===== src/rtl/mphp_pkg.sv =====
// mphp_pkg: shared types and codes for the mesh packet header parser
// item payload structs, register file struct, parser state and code constants
// no dependencies
`timescale 1ns / 1ps

package mphp_pkg;

  // number of transport-code bytes after a transport route header
  localparam logic [7:0] TRANSPORT_BYTES = 8'd4;

  // configuration register indexes
  localparam logic [2:0] REG_ROUTE_MASK     = 3'd0;
  localparam logic [2:0] REG_FLOOD_CODE     = 3'd1;
  localparam logic [2:0] REG_DIRECT_CODE    = 3'd2;
  localparam logic [2:0] REG_TYPE_SHIFT     = 3'd3;
  localparam logic [2:0] REG_TYPE_MASK      = 3'd4;
  localparam logic [2:0] REG_MAX_PATH_LEN   = 3'd5;
  localparam logic [2:0] REG_MAX_PAYLOAD    = 3'd6;

  // byte roles
  localparam logic [2:0] ROLE_HEADER    = 3'd0;
  localparam logic [2:0] ROLE_TRANSPORT = 3'd1;
  localparam logic [2:0] ROLE_PATH_LEN  = 3'd2;
  localparam logic [2:0] ROLE_PATH      = 3'd3;
  localparam logic [2:0] ROLE_PAYLOAD   = 3'd4;
  localparam logic [2:0] ROLE_DISCARD   = 3'd5;

  // packet status codes
  localparam logic [2:0] ST_OK            = 3'd0;
  localparam logic [2:0] ST_TRUNC_HEADER  = 3'd1;
  localparam logic [2:0] ST_PATH_TOO_LONG = 3'd2;
  localparam logic [2:0] ST_PATH_TRUNC    = 3'd3;
  localparam logic [2:0] ST_NO_PAYLOAD    = 3'd4;
  localparam logic [2:0] ST_PAYLOAD_LONG  = 3'd5;

  typedef enum logic [5:0] {
    PH_HEADER    = 6'b000001,
    PH_TRANSPORT = 6'b000010,
    PH_PATHLEN   = 6'b000100,
    PH_PATH      = 6'b001000,
    PH_PAYLOAD   = 6'b010000,
    PH_DISCARD   = 6'b100000
  } phase_t;

  typedef struct packed {
    logic [7:0] byte_in;
    logic       last_byte;
  } in_item_t;

  typedef struct packed {
    logic [7:0] byte_out;
    logic [2:0] role;
    logic [7:0] field_offset;
    logic [7:0] route_type;
    logic [7:0] payload_type;
    logic       has_transport;
    logic       packet_end;
    logic [2:0] status;
  } out_item_t;

  typedef struct packed {
    logic [7:0] route_mask;
    logic [7:0] flood_transport_code;
    logic [7:0] direct_transport_code;
    logic [2:0] type_shift;
    logic [7:0] type_mask;
    logic [7:0] max_path_len;
    logic [7:0] max_payload_len;
  } cfg_regs_t;

  typedef struct packed {
    phase_t     phase;
    logic [7:0] field_count;
    logic [7:0] path_length;
    logic [7:0] payload_count;
    logic [7:0] header_byte;
    logic [2:0] error_code;
  } parse_state_t;

endpackage


===== src/rtl/mphp_step.sv =====
// mphp_step: per-byte parse logic, next parser state and tagged result item
// depends on mphp_pkg
`timescale 1ns / 1ps

module mphp_step (
  input  mphp_pkg::parse_state_t cur,
  input  mphp_pkg::in_item_t     item,
  input  mphp_pkg::cfg_regs_t    cfg,
  output mphp_pkg::parse_state_t nxt,
  output mphp_pkg::out_item_t    res
);
  import mphp_pkg::*;

  logic [7:0] hdr;
  logic [7:0] rt;
  logic [7:0] pt;
  logic       trans;
  logic [8:0] count_inc;
  logic [2:0] role;
  logic [7:0] offset;
  logic [2:0] status;
  parse_state_t upd;

  // header byte comes straight from the input while in header phase
  assign hdr   = (cur.phase == PH_HEADER) ? item.byte_in : cur.header_byte;
  assign rt    = hdr & cfg.route_mask;
  assign pt    = (hdr >> cfg.type_shift) & cfg.type_mask;
  assign trans = (rt == cfg.flood_transport_code) || (rt == cfg.direct_transport_code);
  assign count_inc = {1'b0, cur.field_count} + 9'd1;

  always_comb begin
    upd = cur;
    upd.header_byte = hdr;
    role   = ROLE_DISCARD;
    offset = 8'd0;
    status = ST_OK;
    unique case (cur.phase)
      PH_HEADER: begin
        role = ROLE_HEADER;
        upd.field_count = 8'd0;
        upd.phase = trans ? PH_TRANSPORT : PH_PATHLEN;
        status = ST_TRUNC_HEADER;
      end
      PH_TRANSPORT: begin
        role   = ROLE_TRANSPORT;
        offset = cur.field_count;
        status = ST_TRUNC_HEADER;
        if (count_inc >= {1'b0, TRANSPORT_BYTES}) begin
          upd.field_count = 8'd0;
          upd.phase = PH_PATHLEN;
        end else begin
          upd.field_count = count_inc[7:0];
        end
      end
      PH_PATHLEN: begin
        role = ROLE_PATH_LEN;
        upd.path_length = item.byte_in;
        upd.field_count = 8'd0;
        if (item.byte_in > cfg.max_path_len) begin
          upd.error_code = ST_PATH_TOO_LONG;
          upd.phase = PH_DISCARD;
          status = ST_PATH_TOO_LONG;
        end else if (item.byte_in == 8'd0) begin
          upd.phase = PH_PAYLOAD;
          status = ST_NO_PAYLOAD;
        end else begin
          upd.phase = PH_PATH;
          status = ST_PATH_TRUNC;
        end
      end
      PH_PATH: begin
        role   = ROLE_PATH;
        offset = cur.field_count;
        upd.field_count = count_inc[7:0];
        if (count_inc >= {1'b0, cur.path_length}) begin
          upd.phase = PH_PAYLOAD;
          status = ST_NO_PAYLOAD;
        end else begin
          status = ST_PATH_TRUNC;
        end
      end
      PH_PAYLOAD: begin
        if (cur.payload_count >= cfg.max_payload_len) begin
          upd.error_code = ST_PAYLOAD_LONG;
          upd.phase = PH_DISCARD;
          role = ROLE_DISCARD;
        end else begin
          role   = ROLE_PAYLOAD;
          offset = cur.payload_count;
          upd.payload_count = cur.payload_count + 8'd1;
        end
        status = upd.error_code;
      end
      default: begin
        role   = ROLE_DISCARD;
        status = cur.error_code;
      end
    endcase

    // end of packet returns every field to its reset value
    if (item.last_byte) begin
      nxt.phase         = PH_HEADER;
      nxt.field_count   = 8'd0;
      nxt.path_length   = 8'd0;
      nxt.payload_count = 8'd0;
      nxt.header_byte   = 8'd0;
      nxt.error_code    = ST_OK;
    end else begin
      nxt = upd;
    end

    res.byte_out      = item.byte_in;
    res.role          = role;
    res.field_offset  = offset;
    res.route_type    = rt;
    res.payload_type  = pt;
    res.has_transport = trans;
    res.packet_end    = item.last_byte;
    res.status        = item.last_byte ? status : ST_OK;
  end

endmodule


===== src/rtl/mesh_packet_header_parser_unit.sv =====
// mesh_packet_header_parser_unit: top level of the mesh packet header parser
// depends on mphp_pkg and mphp_step
//
// channel  | dir | handshake          | payload
// in_      | in  | in_valid/in_stall  | in_data  (byte_in, last_byte)
// out_     | out | out_valid/out_stall| out_data (byte_out, role, offset, types, status)
// cfg_     | in  | cfg_valid/cfg_ready| cfg_index (3b), cfg_data (8b)
//
// one item per cycle sustained while out_stall is low; an accepted item passes
// through the input register and then the result register:
// an input register feeds the single-pass parse logic, which loads the result
// register and updates the parser state in the same cycle.
// rst_n is synchronous: clears valids, parser state and config registers to defaults.
// a stalled result holds the input register; in_stall rises only when both
// the input register and the result register are occupied and out_stall is high.
// cfg_ready is always high, a write to an unknown index is dropped
`timescale 1ns / 1ps

module mesh_packet_header_parser_unit (
  input  logic                  clk,
  input  logic                  rst_n,
  // byte stream in
  input  logic                  in_valid,
  output logic                  in_stall,
  input  mphp_pkg::in_item_t    in_data,
  // tagged byte stream out
  output logic                  out_valid,
  input  logic                  out_stall,
  output mphp_pkg::out_item_t   out_data,
  // register writes
  input  logic                  cfg_valid,
  output logic                  cfg_ready,
  input  logic [2:0]            cfg_index,
  input  logic [7:0]            cfg_data
);
  import mphp_pkg::*;

  // input register
  logic         in_valid_r, in_valid_nxt;
  in_item_t     in_item_r;
  // result register
  logic         out_valid_r, out_valid_nxt;
  out_item_t    out_item_r;
  // parser state and register file
  parse_state_t state_r, state_nxt;
  cfg_regs_t    cfg_r, cfg_nxt;

  out_item_t    step_res;
  logic         in_take;
  logic         advance;

  // the parse step fires when the input register holds an item and the result register is free or draining
  assign advance  = in_valid_r && (!out_valid_r || !out_stall);
  assign in_stall = in_valid_r && !advance;
  assign in_take  = in_valid && !in_stall;

  assign out_valid = out_valid_r;
  assign out_data  = out_item_r;
  assign cfg_ready = 1'b1;

  mphp_step u_step (
    .cur  (state_r),
    .item (in_item_r),
    .cfg  (cfg_r),
    .nxt  (state_nxt),
    .res  (step_res)
  );

  always_comb begin
    if (in_take) begin
      in_valid_nxt = 1'b1;
    end else if (advance) begin
      in_valid_nxt = 1'b0;
    end else begin
      in_valid_nxt = in_valid_r;
    end

    if (advance) begin
      out_valid_nxt = 1'b1;
    end else if (!out_stall) begin
      out_valid_nxt = 1'b0;
    end else begin
      out_valid_nxt = out_valid_r;
    end
  end

  // register file write decode
  always_comb begin
    cfg_nxt = cfg_r;
    if (cfg_valid) begin
      unique case (cfg_index)
        REG_ROUTE_MASK:   cfg_nxt.route_mask            = cfg_data;
        REG_FLOOD_CODE:   cfg_nxt.flood_transport_code  = cfg_data;
        REG_DIRECT_CODE:  cfg_nxt.direct_transport_code = cfg_data;
        REG_TYPE_SHIFT:   cfg_nxt.type_shift            = cfg_data[2:0];
        REG_TYPE_MASK:    cfg_nxt.type_mask             = cfg_data;
        REG_MAX_PATH_LEN: cfg_nxt.max_path_len          = cfg_data;
        REG_MAX_PAYLOAD:  cfg_nxt.max_payload_len       = cfg_data;
        default:          cfg_nxt = cfg_r;
      endcase
    end
  end

  // control state and registers
  always_ff @(posedge clk) begin
    if (!rst_n) begin
      in_valid_r  <= 1'b0;
      out_valid_r <= 1'b0;
      state_r.phase         <= PH_HEADER;
      state_r.field_count   <= 8'd0;
      state_r.path_length   <= 8'd0;
      state_r.payload_count <= 8'd0;
      state_r.header_byte   <= 8'd0;
      state_r.error_code    <= ST_OK;
      cfg_r.route_mask            <= 8'd3;
      cfg_r.flood_transport_code  <= 8'd0;
      cfg_r.direct_transport_code <= 8'd3;
      cfg_r.type_shift            <= 3'd2;
      cfg_r.type_mask             <= 8'd15;
      cfg_r.max_path_len          <= 8'd64;
      cfg_r.max_payload_len       <= 8'd184;
    end else begin
      in_valid_r  <= in_valid_nxt;
      out_valid_r <= out_valid_nxt;
      cfg_r       <= cfg_nxt;
      if (advance) begin
        state_r <= state_nxt;
      end
    end
  end

  // payload registers, no reset needed
  always_ff @(posedge clk) begin
    if (in_take) begin
      in_item_r <= in_data;
    end
    if (advance) begin
      out_item_r <= step_res;
    end
  end

endmodule

===== config.mk =====
export PLATFORM = sky130hd
export DESIGN_NAME = mesh_packet_header_parser_unit
export DESIGN_NICKNAME = d
export VERILOG_FILES = /design/src/rtl/mphp_pkg.sv /design/src/rtl/mphp_step.sv /design/src/rtl/mesh_packet_header_parser_unit.sv
export SDC_FILE = /design/constraint.sdc
export NUM_CORES = 1
export LEC_CHECK = 0
export BUFFER_PORTS_ARGS = -buffer_cell sky130_fd_sc_hd__buf_4
export CORE_MARGIN = 2
export CORE_UTILIZATION = 25
export CTS_CLUSTER_SIZE = 16
export DETAILED_ROUTE_END_ITERATION = 8
export GPL_ROUTABILITY_DRIVEN = 1
export GPL_TIMING_DRIVEN = 0
export HOLD_SLACK_MARGIN = 0.03
export MAX_ROUTING_LAYER = met4
export PLACE_DENSITY = 0.39
export SYNTH_ARGS = -nofsm -noshare
export SYNTH_HDL_FRONTEND = slang
export SYNTH_SLANG_ARGS = --single-unit

===== constraint.sdc =====
create_clock -name clk -period 2.6 [get_ports clk]
set_input_delay 0.13 -clock clk [delete_from_list [all_inputs] [get_ports clk]]
set_output_delay 0.13 -clock clk [all_outputs]
set_load 0.02 [all_outputs]

==> summary.md, run 1 <==
| Metric | Value |
|---|---|
| Simple-gate share of the synthesized area | `23.4%` |
| Layout cell share with drive strength beyond 1 | `21.7%` |
| Cell Count, Final, Fillers Out | `1296` |
| CTS sink count | `143` |
| First-pass GRT wire length | `36.9 mm` |
| Worst r2r dst | `state_r[39]$_SDFFE_PN0P_` |
| Max incr delay on CP | `0.57 ns` |
| Fmax | `0.363 GHz` |
| #FFs+latches synth | `143` |
| Final WS setup | `-0.157 ns` |
| WHS Endpoint | `cfg_r[40]$_SDFFE_PN0P_` |
| Setup crit end kind | `flip-flop` |
| Placer Congestion | `0.779` |
| Post-Synth Adder-Cell Area | `4.54%` |
| Most frequent cells in the layout | `131 x nand2_1, 97 x buf_4, 88 x dfxtp_1` |
| Worst Setup Slack post-DPL | `-0.512 ns` |
| Critical path's top delay family | `compound AO/OA/AOI/OAI gates` |
| Row count | `62` |
| HP Class | `input port to flip-flop` |
| Max-cap viol count | `0` |
| Max Root-Sink Buffers | `2` |
| Violated checks | `setup timing` |
| Fin. max-slew vios | `0` |
| Starting density of the core | `25.2%` |
| All-Layer GR Usage | `16.6%` |
| Drc violations | `0` |
| Buf+Inv Stages, Crit Path | `1` |
| Main combinational cell family by area after synthesis | `simple AND/OR/NAND/NOR gates` |
| Final min period | `2.76 ns` |
| Commonest non-fill, non-tap cell in the layout | `nand2_1` |
| Final instance area | `9530 sq um` |
| RSZ-0062 raised after global routing | `yes` |
| CP Max Fanout | `5` |
| Die H | `173 microns` |
| Width of the die | `173 microns` |
| Syn nets | `818` |
| Reg area | `3370 sq um` |
| CTS root buffer | `clkbuf_16` |
| Syn Inst Count | `767` |
| CTS clock-pin slew for the worst setup and hold paths | `0.07 ns` |
| WL/cell | `18.5 microns` |
| Final hold vios | `0` |
| Worst r2r src | `state_r[28]$_SDFFE_PN0P_` |
| Asr flop ratio synth | `0%` |
| Area Growth Syn to Fin | `32.9%` |
| Initial DRC Count | `447` |
| Synth top area share | `26.2%` |
| Clk_lat worst skew | `0.44 ns` |
| Core ar. | `28500 sq um` |
| Status | `complete, but fails checks` |
| Mapped Area | `7170 sq um` |
| Multi-input gate area | `3860 sq um` |
| Hold Slack | `0.0377 ns` |
| Lkg Pwr | `3.58 nW` |
| Routed wire length | `23.9 mm` |
| Die area | `30100 sq um` |
| Antenna viol nets, final | `0` |
| Crit start category | `flip-flop` |
| Detailed placer's ending HPWL | `16.7 mm` |
| Clk_skew | `0.0139 ns` |
| TritonCTS clock tree | `yes` |
| Ports | `68` |
| DR vias | `6069` |
| Reg2Reg Setup Slack | `-0.16 ns` |
| Final net count | `949` |
| FF-to-FF path depth | `12` |
| Period utilisation layout | `106%` |
| # setup viols final | `10` |
| Grt ovf | `0` |
| Synth Area in Compound Gates | `17.2%` |
| Inst Count DP | `1217` |
| Sequential-to-total area share from yosys stat | `46.8%` |
| Post-synthesis xor/xnor area fraction | `1.59%` |
| Number of global-route vias before repair | `6158` |
| Initial antenna violation count | `0` |
| DP Area | `8170 sq um` |
| Number of I/O port buffers | `66` |
| Synth area leader | `dfxtp_1` |
| Worst Tran Pin Value | `1.02 ns` |
| Synth top area cells | `dfxtp_1 26%, edfxtp_1 21%, nand2_1 6.9%` |
| Fillers | `2996` |
| Setup CP Type | `flip-flop to flip-flop` |
| Most common cell on crit path | `o21ai_1` |
| Ys Warns | `0` |
| H-tree levels | `4` |
| Prevailing post-synth register cell | `dfxtp_1` |
| Overall power | `5.78 mW` |
| VDD IR max | `0.000304 V` |
| Drt pass-1 iters | `4` |
| CTS buffer count | `17` |
| Hold depth | `3` |
| Routed vias/inst | `4.68` |
| Beginning of the worst hold path | `cfg_data[5]` |
| Post-synthesis average cell area | `9.35 sq um` |
| Unique cell type count in the Yosys netlist | `68` |
| Crit path cell chain | `nand2_4 -> nor2_4 -> buf_6 -> xor2_1 -> ha_2 -> o21a_1 -> o21ai_1 -> a311oi_2 -> or4_4 -> a31oi_4 -> o21ai_1 -> a21boi_1` |
| Mux share of post-synthesis cell area | `2.51%` |
| Slew HR | `31.3%` |
| WP data required | `2.96 ns` |
| WP data arrival | `3.11 ns` |
| PwrDens | `606 nW/um^2` |
| Slowest cell on the critical path | `or4_4` |
| Post-synth EDFFs | `49` |
| Maximum number of pins on one net before global-route repair | `50` |
kinds of logic (layout without fill, tap and decap cells):
logic type / Yosys count / after routing
XOR/XNOR: 13 / 13
multiplexers: 18 / 18
AND/OR/NAND/NOR: 330 / 330
other: 1 / 2
flip-flops: 143 / 143
adder cells (fa/ha/maj): 26 / 26
buffers and inverters: 62 / 206
AO/OA/AOI/OAI: 174 / 174
cell type report:
cell class,instances,share of cell area [%]
Multi-Input combinational cell,562,40.5
Sequential cell,143,35.4
Timing Repair Buffer,114,9.46
Tap cell,384,5.04
Clock buffer,17,4.46
Clock inverter,15,1.92
Buffer,26,1.75
Inverter,34,1.42
Antenna cell,1,0.0263
routing by layer:
metal,global-route usage [%],wire length [microns],up-vias
li1,-,-,3053
met1,21.4,11600,2924
met2,27.4,11600,77
met3,2.39,544,15
met4,4.24,174,0
met5,-,0,-
metrics by stage:
stage	util (%)	setup TNS, ns
6_report	33.5	-0.863
5_1_grt	33.5	-2.57
4_1_cts	32.7	-0.802
3_5_place_dp	28.7	-12.63
3_3_place_gp	28.7	-11.72
2_1_floorplan	-	-0.0411
worst max path at each step:
stage,startpoint,depth (start not counted),end,slack [ns]
floorplan,state_r[30]$_SDFFE_PN0P_,12,state_r[37]$_SDFFE_PN0P_,-0.04
global placement,state_r[30]$_SDFFE_PN0P_,11,state_r[39]$_SDFFE_PN0P_,-0.69
detailed placement,state_r[30]$_SDFFE_PN0P_,11,state_r[39]$_SDFFE_PN0P_,-0.51
CTS,state_r[28]$_SDFFE_PN0P_,12,state_r[39]$_SDFFE_PN0P_,-0.13
global route,state_r[28]$_SDFFE_PN0P_,12,state_r[37]$_SDFFE_PN0P_,-0.27
finish,state_r[28]$_SDFFE_PN0P_,12,state_r[39]$_SDFFE_PN0P_,-0.16
registers in the layout, summed over array words and instances (netlist names):
name and cells:
state_r 41, in_valid_r 1, out_data 40, in_item_r 9, cfg_r 51, out_valid 1
tightest hold or removal path: stages:
cell	delay (ns)
buf_4	0.17
nand2_1	0.07
a21boi_0	0.06
synthesized netlist by cell type, drive strengths merged (3+ instances only):
cell      n
a21boi   42
nor2b    28
nor3     15
o21a      4
o21ai    22
xor2      7
edfxtp   49
and3     23
nor4     12
inv      33
a22oi    17
buf       9
a31oi     5
xnor2     6
nand2b    7
nor2     35
clkbuf   19
ha       26
mux2i    18
nand3b    6
a22o      7
nor3b     7
nand4    14
dfxtp    94
o22ai     3
nand3    28
a211oi    7
o211ai   17
or3       9
a21oi    29
nand2   132
and2      8
where the power goes:
part / internal (mW) / leakage (nW) / total [mW] / switching (mW)
sequential: 2.39 / 1.23 / 2.45 / 0.0608
clock: 1.52 / 0.291 / 2.61 / 1.08
combinational: 0.297 / 2.07 / 0.723 / 0.427
total: 4.21 / 3.58 / 5.78 / 1.57
repair_timing:
action / in CTS / in global routing
hold buffers: 17 / 0
pin swaps: 11 / 23
resized for setup: 47 / 35
setup endpoints to repair: 47 / 23
buffers inserted: 22 / 9
hold endpoints to repair: 24 / 0
No activity file was read; power rests on OpenSTA's default activity.
==> run 2: changes to the inputs <==
- PLACE_DENSITY: 0.39 -> unset
==> run 2 against run 1 <==
  * The run still ends with setup timing left
  * Critical path depth rose by 1
  * Non-clock buffer count rose by 5
  * First-iteration DRC count rose by 0.45%
  * Critical path type unchanged
  * Largest power group is now registers
==> summary.md, run 2 (synthesis gave the netlist of run 1 again) <==
| Metric | Value |
|---|---|
| FF-to-FF path depth | `13 (+1)` |
| Commonest non-fill, non-tap cell in the layout | `nand2_1` |
| Number of cells on the critical path | `13 (+1)` |
| Crit start category | `flip-flop` |
| CTS buffer count | `17 (unchanged)` |
| Grt ovf | `0 (unchanged)` |
| Worst r2r src | `state_r[28]$_SDFFE_PN0P_` |
| First-pass GRT wire length | `33.6 mm (-8.8%)` |
| Final min period | `2.79 ns (+0.0323 ns)` |
| Violated checks | `setup timing` |
| Maximum number of pins on one net before global-route repair | `50 (unchanged)` |
| H-tree levels | `4 (unchanged)` |
| Initial DRC Count | `449 (+0.45%)` |
| Detailed placer's ending HPWL | `15.3 mm (-8.8%)` |
| DP Area | `8170 sq um (unchanged)` |
| CTS root buffer | `clkbuf_16` |
| DR vias | `6343 (+4.5%)` |
| Final WS setup | `-0.189 ns (-0.0323 ns)` |
| Setup crit end | `state_r[40]$_SDFFE_PN0P_` |
| Die H | `173 microns (unchanged)` |
| Largest register FFs | `51 (unchanged)` |
| Buf+Inv Stages, Crit Path | `1 (unchanged)` |
| Number of I/O port buffers | `66 (unchanged)` |
| WL/cell | `16.9 microns (-8.3%)` |
| Reg2Reg Setup Slack | `-0.19 ns (-0.03 ns)` |
| Critical Path Start | `state_r[28]$_SDFFE_PN0P_` |
| Core ar. | `28500 sq um (unchanged)` |
| Status | `complete, but fails checks` |
| Routed wire length | `22.0 mm (-8.0%)` |
| Max Root-Sink Buffers | `2 (unchanged)` |
| Worst Setup Slack post-DPL | `-0.547 ns (-0.0353 ns)` |
| Number of global-route vias before repair | `5969 (-3.1%)` |
| Met2 WL | `10.8 mm (-6.9%)` |
| Drt pass-1 iters | `6 (+2)` |
| All-Layer GR Usage | `14.9% (-1.7 points)` |
| Die area | `30100 sq um (unchanged)` |
| Max-cap viol count | `0 (unchanged)` |
| Fmax | `0.359 GHz (-1.2%)` |
| Ant diodes | `0 (-1)` |
| Overall power | `5.60 mW (-3.2%)` |
| Top Metal Used | `met4` |
| Worst Tran Pin Value | `0.981 ns (-0.0422 ns)` |
| HP Class | `input port to flip-flop` |
| Wire length on met1 | `9.61 mm (-17%)` |
| Setup TNS | `-1.03 ns (-0.170 ns)` |
| Row count | `62 (unchanged)` |
| Lkg Pwr | `3.60 nW (+0.49%)` |
| Critical path's top delay family | `simple AND/OR/NAND/NOR gates` |
| CTS sink count | `143 (unchanged)` |
| Routed vias/inst | `4.88 (+4.2%)` |
| Width of the die | `173 microns (unchanged)` |
| Ports | `68 (unchanged)` |
| Setup CP Type | `flip-flop to flip-flop` |
| Most common cell on crit path | `or4_4` |
| Most frequent cells in the layout | `130 x nand2_1, 100 x buf_4, 89 x dfxtp_1` |
| Fin. max-slew vios | `0 (unchanged)` |
| Fillers | `2919 (-2.6%)` |
| Slowest cell on the critical path | `or4_4` |
| Starting density of the core | `25.2% (unchanged)` |
| Final hold vios | `0 (unchanged)` |
| Hold Slack | `0.0988 ns (+0.0611 ns)` |
| Antenna viol nets, final | `0 (unchanged)` |
| Final instance area | `9510 sq um (-0.22%)` |
| CP Max Fanout | `5 (unchanged)` |
| # setup viols final | `7 (-3)` |
| Max incr delay on CP | `0.53 ns (-0.04 ns)` |
| PwrDens | `588 nW/um^2 (-3.0%)` |
| WL met3 | `1.29 mm (+140%)` |
| Clk_skew | `0.0114 ns (-0.00255 ns)` |
| RSZ-0062 raised after global routing | `yes` |
| Drc violations | `0 (unchanged)` |
| Slew HR | `34.1% (+2.8 points)` |
| Final net count | `954 (+0.53%)` |
| Layout cell share with drive strength beyond 1 | `20.5% (-1.2 points)` |
| CTS clock-pin slew for the worst setup and hold paths | `0.06 ns (about the same)` |
| Placer Congestion | `0.871 (+12%)` |
| Initial antenna violation count | `0 (unchanged)` |
| Setup crit end kind | `flip-flop` |
| WP data arrival | `3.15 ns (+0.04 ns)` |
| Crit path cell chain | `nand2_4 -> nor2_4 -> nand3_2 -> xnor2_2 -> ha_1 -> nand2b_1 -> or4_4 -> o311ai_4 -> or4_4 -> nand3_4 -> buf_4 -> a31oi_1 -> o2111a_1` |
| Area Growth Syn to Fin | `32.6%` |
| Period utilisation layout | `107% (+1.2 points)` |
| Worst r2r dst | `state_r[40]$_SDFFE_PN0P_` |
| Largest reg by FF count | `cfg_r` |
| Clk_lat worst skew | `0.43 ns (about the same)` |
| WP data required | `2.97 ns (about the same)` |
| VDD IR max | `0.000334 V (+9.8%)` |
| TritonCTS clock tree | `yes` |
==> run 2: cell types whose count changed in the layout (fill, tap and decap cells not counted), sizes merged <==
| cell | delta |
|---|---|
| inv | -3 |
| diode | -1 |
| buf | +4 |
| clkbuf | +4 |
| dlygate4sd3 | +2 |
| bufinv | -2 |
==> run 2: layout make-up <==
cell class	instances	area [sq um]	area share [%]
Inverter	34	140	1.47
Clock inverter	10	103	1.08
Tap cell	384	480	5.05
Multi-Input combinational cell	562	3820	40.2
Clock buffer	22	475	5.00
Buffer	26	164	1.72
Timing Repair Buffer	119	953	10.0
Sequential cell	143	3370	35.5
==> run 2: layer usage <==
metal,track usage [%],vias up
met5,-,-
met4,4.27,0
met3,3.27,27
met2,24.1,176
met1,18.8,3089
li1,-,3051
==> run 2: through the flow <==
step / utilization, % / std cells
3_5_place_dp: 28.7 / 1217
6_report: 33.4 / 1300
2_1_floorplan: - / 767
4_1_cts: 32.6 / 1290
5_1_grt: 33.4 / 1300
3_3_place_gp: 28.7 / 1217
==> run 2: how the worst min path moves through the flow <==
| stage | to | start | slack [ns] | cells after the start |
|---|---|---|---|---|
| after CTS | state_r[35]$_SDFFE_PN1P_ | rst_n | 0.08 | 3 |
| after global routing | state_r[35]$_SDFFE_PN1P_ | rst_n | 0.11 | 3 |
| after detailed placement | in_item_r[4]$_DFFE_PP_ | in_data[4] | 0.31 | 1 |
| after global placement | in_item_r[4]$_DFFE_PP_ | in_data[4] | 0.31 | 1 |
| final | state_r[35]$_SDFFE_PN1P_ | rst_n | 0.1 | 3 |
| after floorplan | in_item_r[0]$_DFFE_PP_ | in_data[0] | 0.23 | 0 |
==> run 2: what timing repair did <==
| item | in CTS | in global routing |
|---|---|---|
| setup endpoints to repair | 34 | 25 |
| buffers inserted | 23 | 11 |
| gates resized for setup | 39 | 31 |
| hold buffers | 19 | 0 |
| pin swaps | 12 | 27 |
| hold endpoints to repair | 48 | 0 |
==> run 2: worst register-to-register path: stages (launching register included) <==
cell and delay, ns:
dfxtp_4 0.40, nand2_4 0.08, nor2_4 0.12, nand3_2 0.10, xnor2_2 0.17, ha_1 0.32, nand2b_1 0.09, or4_4 0.53
o311ai_4 0.08, or4_4 0.24, nand3_4 0.10, buf_4 0.17, a31oi_1 0.14, o2111a_1 0.19
==> run 2: power by group <==
part           switching, mW  internal [mW]
combinational          0.412          0.295
clock                   1.02           1.41
sequential            0.0650           2.39
total                   1.50           4.10
